<file path="config.mk">
export PLATFORM = sky130hd
export DESIGN_NAME = pcm_sample_format_converter
export DESIGN_NICKNAME = d
export VERILOG_FILES = /design/src/rtl/core/pcmfc_pkg.sv /design/src/rtl/core/pcmfc_f2i.sv /design/src/rtl/core/pcmfc_i2f.sv /design/src/rtl/core/pcm_sample_format_converter.sv
export VERILOG_INCLUDE_DIRS = /design/src /design/src/rtl/core
export SDC_FILE = /design/constraint.sdc
export NUM_CORES = 1
export LEC_CHECK = 0
export BUFFER_PORTS_ARGS = -buffer_cell sky130_fd_sc_hd__clkbuf_2
export CAP_MARGIN = 20
export CORE_ASPECT_RATIO = 1.75
export CORE_MARGIN = 3
export CORE_UTILIZATION = 40
export CTS_BUF_LIST = sky130_fd_sc_hd__clkbuf_16
export DETAILED_ROUTE_END_ITERATION = 10
export PLACE_DENSITY = 0.59
export SETUP_SLACK_MARGIN = 0.15
export SKIP_CTS_REPAIR_TIMING = 1
export SYNTH_ARGS = -nofsm -noshare
export SYNTH_HDL_FRONTEND = slang
export SYNTH_HIERARCHICAL = 1
export SYNTH_SLANG_ARGS = --single-unit
</file>
<file path="constraint.sdc">
create_clock -name clock -period 32.7 [get_ports clock]
set_input_delay 4.905 -clock clock [delete_from_list [all_inputs] [get_ports clock]]
set_output_delay 4.905 -clock clock [all_outputs]
set_load 0.005 [all_outputs]
</file>
<file path="src/rtl/core/assert_macros.svh">
// ----------------------------------------------------------------------------
// Assertion macros
// Shared concurrent assertion helpers for the sample format converter.
// ----------------------------------------------------------------------------
`ifndef ASSERT_MACROS_SVH
`define ASSERT_MACROS_SVH

// Same-cycle implication, disabled during reset
`define PCMFC_ASSERT_NOW(label, clk, rst, ante, cons) \
   label: assert property (@(posedge clk) disable iff (rst) (ante) |-> (cons)) \
      else $error("pcmfc assertion failed");

// Next-cycle implication, disabled during reset
`define PCMFC_ASSERT_NEXT(label, clk, rst, ante, cons) \
   label: assert property (@(posedge clk) disable iff (rst) (ante) |=> (cons)) \
      else $error("pcmfc assertion failed");

`endif

</file>
<file path="src/rtl/core/pcmfc_pkg.sv">
// ----------------------------------------------------------------------------
// pcmfc_pkg
// Types and constants for the PCM sample format converter.
// ----------------------------------------------------------------------------
package pcmfc_pkg;

   // Sample format codes held in the format registers
   typedef enum logic [1:0] {
      FMT_FLOAT = 2'd0,
      FMT_S16   = 2'd1,
      FMT_U16   = 2'd2
   } fmt_type;

   // Register indexes on the configuration port
   localparam logic [1:0] CSR_IN_FORMAT  = 2'd0;
   localparam logic [1:0] CSR_OUT_FORMAT = 2'd1;

   // Reset values of the format registers
   localparam logic [1:0] IN_FORMAT_RST  = 2'd0;
   localparam logic [1:0] OUT_FORMAT_RST = 2'd1;

   // Float to integer scale (32767) and offset-binary bias (32768)
   localparam logic [14:0] F2I_SCALE = 15'd32767;
   localparam logic [15:0] U16_BIAS  = 16'h8000;

   typedef struct packed {
      logic [31:0] in_sample;
      logic        in_last;
   } req_type;

   typedef struct packed {
      logic [31:0] out_sample;
      logic        out_last;
      logic        format_error;
   } rsp_type;

endpackage

</file>
<file path="src/rtl/core/pcmfc_f2i.sv">
// ----------------------------------------------------------------------------
// pcmfc_f2i
// Single float to signed and offset-binary 16-bit, with exact single
// precision rounding of the scale and the bias add, truncation and saturation.
// ----------------------------------------------------------------------------
module pcmfc_f2i (
   input  logic [31:0] sample,
   output logic [15:0] s16_val,
   output logic [15:0] u16_val
);

   logic        sign;
   logic [7:0]  expo;
   logic [22:0] frac;
   logic        is_nan;
   logic        is_inf;
   logic [38:0] prod;
   logic        prod_hi;
   logic [23:0] kept;
   logic        guard;
   logic        sticky;
   logic [24:0] rnd;
   logic signed [9:0] sh;
   logic [9:0]  nshift;
   logic [24:0] mag;
   logic        big;
   logic signed [9:0] fx_sh;
   logic [9:0]  fx_n;
   logic [25:0] fx_mask;
   logic [27:0] fx_s;
   logic        fx_st;
   logic [28:0] sum_t;
   logic [2:0]  drop;
   logic [24:0] kept2;
   logic        guard2;
   logic        sticky2;
   logic [24:0] rr;
   logic [28:0] wide;
   logic [16:0] ival;

   assign sign   = sample[31];
   assign expo   = sample[30:23];
   assign frac   = sample[22:0];
   assign is_nan = (expo == 8'hFF) && (frac != '0);
   assign is_inf = (expo == 8'hFF) && (frac == '0);

   // Scale by 32767, round to 24 significant bits (nearest even)
   assign prod    = {15'd0, 1'b1, frac} * {24'd0, pcmfc_pkg::F2I_SCALE};
   assign prod_hi = prod[38];

   always_comb begin
      if (prod_hi) begin
         kept   = prod[38:15];
         guard  = prod[14];
         sticky = |prod[13:0];
      end else begin
         kept   = prod[37:14];
         guard  = prod[13];
         sticky = |prod[12:0];
      end
      // subnormals and zero scale to far below one
      if (expo == 8'd0) begin
         rnd = '0;
      end else begin
         rnd = {1'b0, kept} + 25'(guard & (sticky | kept[0]));
      end
      // scaled value is rnd * 2^sh
      sh = $signed({2'b00, expo}) - (prod_hi ? 10'sd135 : 10'sd136);
   end

   // Integer magnitude of the scaled value and range check
   always_comb begin
      nshift = 10'(-sh);
      mag    = '0;
      if (sh[9] && (nshift < 10'd25)) begin
         mag = rnd >> nshift[4:0];
      end
      big = is_inf || !sh[9] || (mag[24:15] != '0);
   end

   // Signed result
   always_comb begin
      if (is_nan) begin
         s16_val = '0;
      end else if (big) begin
         s16_val = sign ? 16'h8000 : 16'h7FFF;
      end else if (sign) begin
         s16_val = ~mag[15:0] + 16'd1;
      end else begin
         s16_val = mag[15:0];
      end
   end

   // Scaled value as fixed point with 12 fraction bits plus a sticky bit
   always_comb begin
      fx_sh   = sh + 10'sd12;
      fx_n    = 10'(-fx_sh);
      fx_mask = '0;
      fx_s    = '0;
      fx_st   = 1'b0;
      if (!fx_sh[9]) begin
         fx_s = 28'(rnd) << fx_sh[1:0];
      end else if (fx_n >= 10'd26) begin
         fx_st = |rnd;
      end else begin
         fx_mask = (26'd1 << fx_n[4:0]) - 26'd1;
         fx_s    = 28'(rnd >> fx_n[4:0]);
         fx_st   = |({1'b0, rnd} & fx_mask);
      end
   end

   // Add the 32768 bias and round the sum to single precision
   always_comb begin
      if (sign) begin
         sum_t = 29'h0800_0000 - 29'(fx_s) - 29'(fx_st);
      end else begin
         sum_t = 29'h0800_0000 + 29'(fx_s);
      end
      if (sum_t[27]) begin
         drop = 3'd4;
      end else if (sum_t[26]) begin
         drop = 3'd3;
      end else if (sum_t[25]) begin
         drop = 3'd2;
      end else if (sum_t[24]) begin
         drop = 3'd1;
      end else begin
         drop = 3'd0;
      end
      kept2 = 25'(sum_t >> drop);
      unique case (drop)
         3'd1: begin
            guard2  = sum_t[0];
            sticky2 = 1'b0;
         end
         3'd2: begin
            guard2  = sum_t[1];
            sticky2 = sum_t[0];
         end
         3'd3: begin
            guard2  = sum_t[2];
            sticky2 = |sum_t[1:0];
         end
         3'd4: begin
            guard2  = sum_t[3];
            sticky2 = |sum_t[2:0];
         end
         default: begin
            guard2  = 1'b0;
            sticky2 = 1'b0;
         end
      endcase
      rr   = kept2 + 25'(guard2 & (sticky2 | fx_st | kept2[0]));
      wide = 29'(rr) << drop;
      ival = wide[28:12];
   end

   // Offset-binary result
   always_comb begin
      if (is_nan) begin
         u16_val = '0;
      end else if (big) begin
         u16_val = sign ? 16'h0000 : 16'hFFFF;
      end else if (ival[16]) begin
         u16_val = 16'hFFFF;
      end else begin
         u16_val = ival[15:0];
      end
   end

endmodule

</file>
<file path="src/rtl/core/pcmfc_i2f.sv">
// ----------------------------------------------------------------------------
// pcmfc_i2f
// Signed 16-bit to single float, value divided by 32768 (always exact).
// ----------------------------------------------------------------------------
module pcmfc_i2f (
   input  logic [15:0] s16_in,
   output logic [31:0] float_out
);

   logic        neg;
   logic [15:0] mag;
   logic [3:0]  lead;
   logic [23:0] norm;
   logic [7:0]  expo;

   // Magnitude and leading one position
   always_comb begin
      neg  = s16_in[15];
      mag  = neg ? (~s16_in + 16'd1) : s16_in;
      lead = '0;
      for (int i = 0; i < 16; i++) begin
         if (mag[i]) begin
            lead = 4'(i);
         end
      end
      norm = 24'(mag) << (5'd23 - {1'b0, lead});
      expo = 8'd112 + {4'd0, lead};
   end

   // Pack; zero gives positive zero
   always_comb begin
      if (mag == '0) begin
         float_out = '0;
      end else begin
         float_out = {neg, expo, norm[22:0]};
      end
   end

endmodule

</file>
<file path="src/rtl/core/pcm_sample_format_converter.sv">
// ----------------------------------------------------------------------------
// pcm_sample_format_converter
// Converts one PCM sample per item between float32, signed 16-bit and
// offset-binary 16-bit, selected by the in and out format registers.
// ----------------------------------------------------------------------------
//  channel | direction | handshake          | payload
//  req_    | in        | req_valid/req_stall | req_data (in_sample, in_last)
//  rsp_    | out       | rsp_valid/rsp_stall | rsp_data (out_sample, out_last,
//          |           |                    |           format_error)
//  csr_    | in        | csr_valid/csr_ready | csr_index, csr_data
//
// One item per cycle sustained while rsp_stall is low; the path is an input
// register, then a result register, with the conversion logic between them.
// Reset is synchronous: the pipeline empties and the formats return to
// float32 in, signed 16-bit out.
// A stalled result holds the result register and a full input register; the
// input side stalls only when both stages are full.
// csr_ready is always high.
// ----------------------------------------------------------------------------
`include "assert_macros.svh"

module pcm_sample_format_converter (
   input  logic                 clock,
   input  logic                 reset,
   input  logic                 req_valid,
   output logic                 req_stall,
   input  pcmfc_pkg::req_type   req_data,
   output logic                 rsp_valid,
   input  logic                 rsp_stall,
   output pcmfc_pkg::rsp_type   rsp_data,
   input  logic                 csr_valid,
   output logic                 csr_ready,
   input  logic [1:0]           csr_index,
   input  logic [1:0]           csr_data
);

   logic                 s1_valid_ff, s1_valid_in;
   pcmfc_pkg::req_type   s1_data_ff, s1_data_in;
   logic                 rsp_valid_ff, rsp_valid_in;
   pcmfc_pkg::rsp_type   rsp_data_ff, rsp_data_in;
   logic [1:0]           in_fmt_ff, in_fmt_in;
   logic [1:0]           out_fmt_ff, out_fmt_in;
   logic                 advance;
   logic                 s1_load;
   logic [15:0]          f2i_s16;
   logic [15:0]          f2i_u16;
   logic [15:0]          i2f_src;
   logic [31:0]          i2f_float;
   logic [31:0]          res;
   logic                 err;

   // Handshake
   assign advance   = !rsp_valid_ff || !rsp_stall;
   assign s1_load   = !s1_valid_ff || advance;
   assign req_stall = !s1_load;
   assign csr_ready = 1'b1;
   assign rsp_valid = rsp_valid_ff;
   assign rsp_data  = rsp_data_ff;

   // Format registers
   always_comb begin
      in_fmt_in  = in_fmt_ff;
      out_fmt_in = out_fmt_ff;
      if (csr_valid && csr_ready) begin
         if (csr_index == pcmfc_pkg::CSR_IN_FORMAT) begin
            in_fmt_in = csr_data;
         end else if (csr_index == pcmfc_pkg::CSR_OUT_FORMAT) begin
            out_fmt_in = csr_data;
         end
      end
   end

   // Conversion units
   assign i2f_src = (in_fmt_ff == pcmfc_pkg::FMT_U16) ?
                    (s1_data_ff.in_sample[15:0] ^ pcmfc_pkg::U16_BIAS) :
                    s1_data_ff.in_sample[15:0];

   pcmfc_f2i u_f2i (
      .sample  (s1_data_ff.in_sample),
      .s16_val (f2i_s16),
      .u16_val (f2i_u16)
   );

   pcmfc_i2f u_i2f (
      .s16_in    (i2f_src),
      .float_out (i2f_float)
   );

   // Result selection by format pair
   always_comb begin
      res = '0;
      err = 1'b0;
      if (in_fmt_ff == pcmfc_pkg::FMT_FLOAT && out_fmt_ff == pcmfc_pkg::FMT_S16) begin
         res = {16'd0, f2i_s16};
      end else if (in_fmt_ff == pcmfc_pkg::FMT_FLOAT &&
                   out_fmt_ff == pcmfc_pkg::FMT_U16) begin
         res = {16'd0, f2i_u16};
      end else if ((in_fmt_ff == pcmfc_pkg::FMT_S16 || in_fmt_ff == pcmfc_pkg::FMT_U16) &&
                   out_fmt_ff == pcmfc_pkg::FMT_FLOAT) begin
         res = i2f_float;
      end else if ((in_fmt_ff == pcmfc_pkg::FMT_S16 && out_fmt_ff == pcmfc_pkg::FMT_U16) ||
                   (in_fmt_ff == pcmfc_pkg::FMT_U16 && out_fmt_ff == pcmfc_pkg::FMT_S16)) begin
         res = {16'd0, s1_data_ff.in_sample[15:0] ^ pcmfc_pkg::U16_BIAS};
      end else begin
         err = 1'b1;
      end
   end

   // Pipeline next state
   always_comb begin
      s1_valid_in  = s1_valid_ff;
      s1_data_in   = s1_data_ff;
      rsp_valid_in = rsp_valid_ff;
      rsp_data_in  = rsp_data_ff;
      if (advance) begin
         rsp_valid_in             = s1_valid_ff;
         rsp_data_in.out_sample   = res;
         rsp_data_in.out_last     = s1_data_ff.in_last;
         rsp_data_in.format_error = err;
      end
      if (s1_load) begin
         s1_valid_in = req_valid;
         s1_data_in  = req_data;
      end
   end

   // Control registers
   always_ff @(posedge clock) begin
      if (reset) begin
         s1_valid_ff  <= 1'b0;
         rsp_valid_ff <= 1'b0;
         in_fmt_ff    <= pcmfc_pkg::IN_FORMAT_RST;
         out_fmt_ff   <= pcmfc_pkg::OUT_FORMAT_RST;
      end else begin
         s1_valid_ff  <= s1_valid_in;
         rsp_valid_ff <= rsp_valid_in;
         in_fmt_ff    <= in_fmt_in;
         out_fmt_ff   <= out_fmt_in;
      end
   end

   // Payload registers
   always_ff @(posedge clock) begin
      s1_data_ff  <= s1_data_in;
      rsp_data_ff <= rsp_data_in;
   end

   // Checks
   `PCMFC_ASSERT_NOW(a_err_zero, clock, reset, rsp_valid_ff && rsp_data_ff.format_error, rsp_data_ff.out_sample == 32'd0)
   `PCMFC_ASSERT_NEXT(a_rsp_hold, clock, reset, rsp_valid_ff && rsp_stall, rsp_valid_ff)
   `PCMFC_ASSERT_NEXT(a_s1_hold, clock, reset, s1_valid_ff && !advance, s1_valid_ff)

endmodule

</file>
# After elaboration in Yosys (flattened, before gate mapping)
# Cells that the tools add are included.
# W data, S select, Z words.
[word_totals]
reg_bits = 73
latchBits = 0
ramBits = 0
romBits = 0
input_bits = 42
wordCells = 139
memories = 0
[op_classes]
add_sub_neg = 14
multipliers = 1
div = 0
magnitude_cmp = 2
eq_ne = 10
n_shift = 7
n_mux = 48
n_bitwise = 10
n_reduce_logical = 37
[ops]
columns = ["cell", "count"]
rows = [
  ["$mux W16", 13],
  ["$mux W32", 2],
  ["$mux W28", 2],
  ["$and A1 B25 Y25", 2],
  ["$mux W25", 2],
  ["$mul A24 B15 Y39 const B", 1],
  ["$mux W4", 9],
  ["$add A16 B1 Y16 const B", 2],
  ["$not A16 Y16", 2],
  ["$add A28 B28 Y29 const A", 1],
  ["$mux W29", 1],
  ["$shl A25 B3 Y29", 1],
  ["$shr A29 B3 Y25", 1],
  ["$sub A28 B28 Y29 const A", 1],
  ["$sub A29 B1 Y29", 1],
  ["$shl A25 B2 Y28", 1],
  ["$shr A25 B5 Y28", 1],
  ["$and A25 B26 Y26", 1],
  ["$reduce_or A26 Y1", 1],
  ["$shl A1 B5 Y26 const A", 1],
  ["$sub A26 B1 Y26 const B", 1],
  ["$add A24 B25 Y25", 1],
  ["$add A25 B25 Y25", 1],
  ["$or A25 B1 Y25", 1],
  ["39 further kinds", 79],
]

# Depth between registers and ports, before layout
# Gate-level depths: netlist of run 1.
[logic_depth]
word_depth = 29
mapped_depth = 79
depth_no_buf = 72

# Modules after synthesis
# Netlist of run 1, hierarchy kept.
[modules_own_cells]
columns = ["mod", "instances", "cells_each", "area_per_inst_um2", "seq_area_each_um2"]
rows = [
  ["pcmfc_f2i", 1, 2772, 19555.0, 0.0],
  ["pcm_sample_format_converter", 1, 226, 3104.2, 2132.0],
  ["pcmfc_i2f", 1, 281, 1868.0, 0.0],
]

# Worst setup path before layout of run 1
# Ideal clock, no wire load.
[synth_timing]
kind = "register to register"
startpoint = "register s1_data_ff[14] (netlist bit)"
endpoint = "register rsp_data_ff (netlist bit rsp_data[5]) (data pin)"
arrival_time_ps = 16715
slack_ps = 15729
stages_incl_launch_ff = 75
n_path_buf = 11
cell_sequence = "edfxtp_1 > inv_1 > fa_1 > inv_1 > fa_1 > inv_1 > fa_1 > inv_1 > fa_1 > fa_1 > inv_1 > fa_1 > inv_1 > ha_1 > buf_2 > a21oi_1 > o21ai_1 > a211o_1 > [39 not listed] > a2111oi_0 > o21ai_0 > xor2_1 > nor2_1 > o21bai_1 > clkbuf_1 > clkbuf_1 > o21ai_2 > or3_1 > a31oi_2 > nand4_1 > o31a_1 > or2_1 > o41ai_2 > a211oi_1 > nor2_1 > o21ai_0 > a22o_1"
[synth_via]
elab_chain_cells = 29
[synth_lines]
columns = ["element", "line", "text"]
rows = [
  ["from (decl)", "pcm_sample_format_converter.sv:38", "pcmfc_pkg::req_type s1_data_ff, s1_data_in;"],
  ["from (signal assigned)", "pcm_sample_format_converter.sv:144", "s1_data_ff <= s1_data_in;"],
  ["parallel branches: the longest is 26 deep, another holds $mul A24 B15 Y39", "n/a", ""],
  ["$mux W16 (*)", "pcmfc_f2i.sv:160", "if (is_nan) begin"],
  ["named net f2i_u16[3]", "pcm_sample_format_converter.sv:46", "logic [15:0] f2i_u16;"],
  ["$mux W16 (*)", "pcm_sample_format_converter.sv:95", "end else if (in_fmt_ff == pcmfc_pkg::FMT_FLOAT &&"],
  ["$mux W16 (*)", "pcm_sample_format_converter.sv:93", "if (in_fmt_ff == pcmfc_pkg::FMT_FLOAT && out_fmt_ff == pcmfc_pkg::FMT_S16) begin"],
  ["named net res[3]", "pcm_sample_format_converter.sv:49", "logic [31:0] res;"],
  ["to (signal assigned)", "pcm_sample_format_converter.sv:145", "rsp_data_ff <= rsp_data_in;"],
  ["to (decl)", "pcm_sample_format_converter.sv:40", "pcmfc_pkg::rsp_type rsp_data_ff, rsp_data_in;"],
]
# Mark *: on every way through the listed nets, which the timed path passes.
# A chain may end at the register's enable or synchronous reset.

# Worst setup path in the final report of run 1
[layout_timing]
startpoint = "register s1_data_ff[13] (netlist bit)"
endpoint = "register rsp_data_ff (netlist bit rsp_data[5]) (data pin)"
[layout_via]
elab_chain_cells = 29
[layout_lines]
columns = ["element", "line"]
rows = [
  ["parallel branches: the longest is 26 deep, another holds $mul A24 B15 Y39", "n/a"],
  ["$mux W16 (*)", "pcmfc_f2i.sv:160"],
  ["named net f2i_u16[3]", "pcm_sample_format_converter.sv:46"],
  ["$mux W16 (*)", "pcm_sample_format_converter.sv:95"],
  ["$mux W16 (*)", "pcm_sample_format_converter.sv:93"],
  ["named net res[3]", "pcm_sample_format_converter.sv:49"],
]
# Marks and branches as above.

==> results of run 1 <==
layer usage:
metal / share of wire / track usage
met1: 0.33 / 0.3192
met2: 0.52 / 0.5913
met3: 0.051 / 0.04669
met4: 0.10 / 0.2634
met5: 0 / 0
final timing paths:
kind | startpoint | endpoint
max | s1_data_ff[13] | rsp_data[5]
min | s1_data_ff[0] | rsp_data[1]
max reg2reg | s1_data_ff[13] | rsp_data[5]
min reg2reg | s1_data_ff[0] | rsp_data[1]
state kept, by name (all words and copies together) (netlist names):
| name | count |
|---|---|
| in_fmt_ff | 2 |
| rsp_valid | 1 |
| s1_valid_ff | 1 |
| rsp_data | 34 |
| out_fmt_ff | 2 |
| s1_data_ff | 33 |
layout make-up:
type | count | area [sq um] | area share
tap | 786 | 983.4 | 0.03802
timing repair buffer | 145 | 899.6 | 0.03478
antenna | 1 | 2.502 | 0.00009674
clock buffer | 9 | 225.2 | 0.008706
multi-input combinational | 2716 | 20390 | 0.7881
inverter | 305 | 1152 | 0.04455
clock inverter | 7 | 85.08 | 0.003289
sequential | 73 | 2132 | 0.08242
cells by family (layout without fill, tap and decap cells):
kind of cell               Yosys count  count (layout)  synth area share
buffers and inverters              499             466           0.08539
other                                2              12         0.0003062
DFF                                 73              73           0.08693
adders and majority gates          320             320            0.2162
AOI/OAI and AO/OA                 1079            1079            0.3087
muxes                               79              79           0.03520
and+or+nand+nor                   1125            1125            0.2306
xor gates and xnor gates           102             102           0.03673
per-stage QoR:
| stage | instances | cell area, sq um | setup WS (ns) |
|---|---|---|---|
| final | 4042 | 25870 | 11.62 |
| after global routing | 4041 | 25870 | 10.22 |
| after CTS | 4038 | 25830 | 12.05 |
| after detailed placement | 4022 | 25520 | 12.13 |
| after global placement | 4021 | 25520 | 12.61 |
| after floorplan | 3288 | 24560 | 15.73 |
worst reg2reg max path: cells and delay by family, from the launching register on:
family | cells | cell delay, ns
compound gates | 26 | 6.41
xor+xnor | 2 | 0.42
fa+ha+maj | 13 | 5.32
buf+inv | 15 | 2.90
flops | 1 | 0.88
mux | 1 | 0.23
simple gates | 17 | 4.66
placed cells by master (no fill, tap or decap), types with 17 or more instances in the layout:
master / Yosys / final
and2_1: 53 / 53
a211o_1: 20 / 20
nand3_1: 98 / 97
edfxtp_1: 67 / 67
mux2i_1: 57 / 57
a211oi_1: 47 / 47
o21ai_0: 180 / 180
nand2_1: 275 / 275
nor2_1: 290 / 289
o31ai_1: 19 / 19
clkbuf_2: 3 / 77
fa_1: 173 / 173
o22ai_1: 22 / 22
mux2_2: 18 / 18
inv_1: 300 / 300
nand2b_1: 31 / 31
buf_4: 21 / 65
xor2_1: 35 / 34
o21bai_1: 18 / 17
o21a_1: 23 / 23
or3_1: 25 / 25
a31oi_1: 50 / 48
o2bb2ai_1: 23 / 23
nor3_1: 101 / 101
a22oi_1: 26 / 26
and3_1: 46 / 46
nor4_1: 34 / 34
or2_2: 21 / 21
a221oi_1: 19 / 19
a21o_1: 37 / 37
a21oi_1: 261 / 261
nand4_1: 54 / 54
a22o_1: 26 / 26
xnor2_1: 66 / 63
o211ai_1: 44 / 44
ha_1: 147 / 147
o21ai_1: 21 / 21
==> results.sh, run 1 <==
export IMPL_drt_initial_drc_count=2074
export IMPL_relSlewSlack=0.1568
export IMPL_synth_most_common_cell="inv_1"
export IMPL_rows=119
export IMPL_start_util=0.4057
export IMPL_drt_vias_per_instance=6.522
export IMPL_finalNetCount=3612
export IMPL_max_cap_viol_count=0
export IMPL_fin_crit_ns=21.08
export IMPL_grt_max_degree=70
export IMPL_clock_skew_ns=0.008892
export IMPL_dr_pass1_iters=9
export IMPL_cts_max_path_buffers=2
export IMPL_cts_tree="done"
export IMPL_grt_use_total=0.3245
export IMPL_n_fill_cell=6498
export IMPL_synthTopCellsByCount="300 x inv_1, 290 x nor2_1, 275 x nand2_1"
export IMPL_fmax_mhz=47.43
export IMPL_wl_per_cell_um=26.50
export IMPL_cts_buffers=9
export IMPL_worstSetupEndpointType="flop"
export IMPL_portBuffers=77
export IMPL_slowest_delay_ns=0.88
export IMPL_wl_mm=107.1
export IMPL_io_pins=79
export IMPL_cts_max_level=3
export IMPL_dp_hpwl_mm=86.52
export IMPL_clk_pin_slew_ns=0.07
export IMPL_ys_seq_area_frac=0.08693
export IMPL_hold_worst_slack_ns=0.4175
export IMPL_root_buffer="clkbuf_16"
export IMPL_drc=0
export IMPL_finalSetupViolations=0
export IMPL_crit_cells=74
export IMPL_design_core_area_sq_um=60450
export IMPL_critical_path_top_delay_family="compound AO/OA/AOI/OAI gates"
export IMPL_crit_type="flop to flop"
export IMPL_crit_path_frequent_cell="inv_1"
export IMPL_async_flop_share=0
export IMPL_ys_seq_elements=73
export IMPL_finalSetupTns_ns=0
export IMPL_syn_area_sq_um=24530
export IMPL_path_buf_inv=15
export IMPL_vias=26360
export IMPL_gp_congestion=1.014
export IMPL_gr_total_overflow=0
export IMPL_outcome="finished, final reports clean"
export IMPL_clk_latency_ns=0.35
export IMPL_dieWidth_um=193.2
export IMPL_synth_top_area_frac=0.1412
export IMPL_synth_cell_types=130
export IMPL_rrSetupSlack_ns=11.62
export IMPL_grt_pass1_wl_mm=159.9
export IMPL_hold_depth=0
export IMPL_ff2ff_path_depth=74
export IMPL_required_ns=32.81
export IMPL_cp_slowest_cell="edfxtp_1"
export IMPL_area_growth_pct=5.469
export IMPL_start_kind="flop"
export IMPL_yosys_warnings=6
export IMPL_hold_class="flop to flop"
export IMPL_hold_viol_final=0
export IMPL_yosys_top_cells_area="fa_1 14%, edfxtp_1 8.2%, ha_1 7.5%, a21oi_1 5.3%, inv_1 4.6%"
export IMPL_die_area_sq_um=64440
export IMPL_critPathArrivalTime_ns=21.19
export IMPL_cts_sinks=73
export IMPL_antenna_found_initial=0
export IMPL_slew_viol_final=0
export IMPL_chipHeight_um=333.6
export IMPL_worstMarginPinSlew_ns=1.265
export IMPL_worstPathMaxFanout=42
export IMPL_antenna_left=0
export IMPL_post_route_util=0.4279
export IMPL_synth_avg_cell_area_sq_um=7.480
export IMPL_rsz0062_at_grt="false"
export IMPL_synthCells=3279
export IMPL_layout_drive_gt1_share=0.09800
export IMPL_yosys_area_top_type="fa_1"
export IMPL_fin_crit_sh=0.6447
export IMPL_synth_edff_count=67
export IMPL_synthFlopType="edfxtp_1"
export IMPL_grt_pass1_vias=26490
Power of run 1 is not shown: default switching activity piles up to over one toggle a cycle in this logic, so the estimate is an artifact.
==> run 2, diff against run 1 <==
clock period = 20.8 ns   (was 32.7 ns; I/O delays follow)
==> results.sh, run 2 (synthesis gave the netlist of run 1 again) <==
export IMPL_outcome="finished, final reports clean"
export IMPL_clk_latency_ns=0.36
export IMPL_antenna_cells=0
export IMPL_gr_total_overflow=0
export IMPL_worstPathMaxFanout=51
export IMPL_path_buf_inv=9
export IMPL_rsz0062_at_grt="false"
export IMPL_stdcell_count=4044
export IMPL_cts_max_path_buffers=2
export IMPL_die_area_sq_um=64440
export IMPL_antenna_left=0
export IMPL_required_ns=20.91
export IMPL_worstMarginPinSlew_ns=1.211
export IMPL_gp_congestion=1.122
export IMPL_slew_viol_final=0
export IMPL_critPathArrivalTime_ns=19.66
export IMPL_max_cap_viol_count=0
export IMPL_vias=26570
export IMPL_antenna_found_initial=1
export IMPL_cts_buffers=9
export IMPL_drt_vias_per_instance=6.569
export IMPL_grt_max_degree=52
export IMPL_cts_sinks=73
export IMPL_finalSetupViolations=0
export IMPL_crit_reg2reg_launch="s1_data_ff[15]"
export IMPL_cts_tree="done"
export IMPL_chipHeight_um=333.6
export IMPL_cp_slowest_cell="nor2_1"
export IMPL_finalSetupTns_ns=0
export IMPL_finalWorstSetupSlack_ns=1.256
export IMPL_cts_max_level=3
export IMPL_layout_drive_gt1_share=0.09914
export IMPL_hold_class="flop to flop"
export IMPL_hold_path_startpoint="s1_data_ff[0]"
export IMPL_layout_common_cells="300 x inv_1, 289 x nor2_1, 275 x nand2_1, 261 x a21oi_1, 180 x o21ai_0"
export IMPL_wl_mm=106.4
export IMPL_worstSetupStartpoint="s1_data_ff[15]"
export IMPL_critical_path_top_delay_family="compound AO/OA/AOI/OAI gates"
export IMPL_layout_commonest_cell="inv_1"
export IMPL_fmax_mhz=51.17
export IMPL_wl_per_cell_um=26.31
export IMPL_area_growth_pct=5.622
export IMPL_relSlewSlack=0.1865
export IMPL_drc=0
export IMPL_dp_hpwl_mm=85.12
export IMPL_slowest_delay_ns=0.72
export IMPL_largest_reg_flops=34
export IMPL_fin_crit_ns=19.54
export IMPL_start_kind="flop"
export IMPL_io_pins=79
export IMPL_crit_type="flop to flop"
export IMPL_portBuffers=77
export IMPL_n_fill_cell=6383
export IMPL_grt_pass1_wl_mm=159.2
export IMPL_dp_slack_ns=1.240
export IMPL_drt_initial_drc_count=2100
export IMPL_root_buffer="clkbuf_16"
export IMPL_hold_viol_final=0
export IMPL_clock_skew_ns=0.01325
export IMPL_fin_crit_sh=0.9396
export IMPL_start_util=0.4057
export IMPL_grt_use_total=0.3230
export IMPL_dieWidth_um=193.2
export IMPL_grt_pass1_vias=26410
export IMPL_finalNetCount=3615
export IMPL_design_core_area_sq_um=60450
export IMPL_placed_cells=4015
export IMPL_rows=119
export IMPL_clk_pin_slew_ns=0.06
export IMPL_worstSetupEndpointType="flop"
export IMPL_dr_pass1_iters=8
==> run 2: cell type report <==
cell class / count / area (sq um) / share of cell area
Clock inverter: 7 / 82.58 / 0.003188
Multi-Input combinational cell: 2716 / 20410 / 0.7879
Clock buffer: 9 / 225.2 / 0.008694
Sequential cell: 73 / 2132 / 0.08230
Tap cell: 786 / 983.4 / 0.03796
Timing Repair Buffer: 148 / 919.6 / 0.03550
Inverter: 305 / 1152 / 0.04448
==> run 2: per-stage QoR <==
step,hold WS (ns),utilization,cell area [sq um]
4_1_cts,0.4310,0.4264,25780
6_report,0.4295,0.4286,25910
5_1_grt,0.4390,0.4286,25910
3_5_place_dp,0.4156,0.4213,25470
2_1_floorplan,0.4003,-,24560
3_3_place_gp,0.4018,0.4213,25470
==> run 2: path summary, 6_finish.rpt <==
| kind | depth (start not counted) | slack, ns | to |
|---|---|---|---|
| max | 65 | 1.26 | rsp_data[5] |
| min | 0 | 0.43 | rsp_data[1] |
| max reg2reg | 65 | 1.26 | rsp_data[5] |
| min reg2reg | 0 | 0.43 | rsp_data[1] |
==> run 2: layer usage <==
layer / GRT usage / part of all wire / vias up
met5: 0 / 0.000094 / -
met4: 0.2800 / 0.11 / 2
met3: 0.05994 / 0.060 / 556
met2: 0.5724 / 0.50 / 1305
met1: 0.3158 / 0.33 / 12680
li1: - / - / 12020
==> run 2: worst register-to-register path, delay by kind of cell, from the launching register on <==
kind,cells,cell delay [ns]
xor gates and xnor gates,3,0.39
and+or+nand+nor,14,3.39
DFF,1,0.58
AOI/OAI and AO/OA,28,8.73
adders and majority gates,11,4.50
buffers and inverters,9,1.74
Power of run 2 is left out for the same reason.
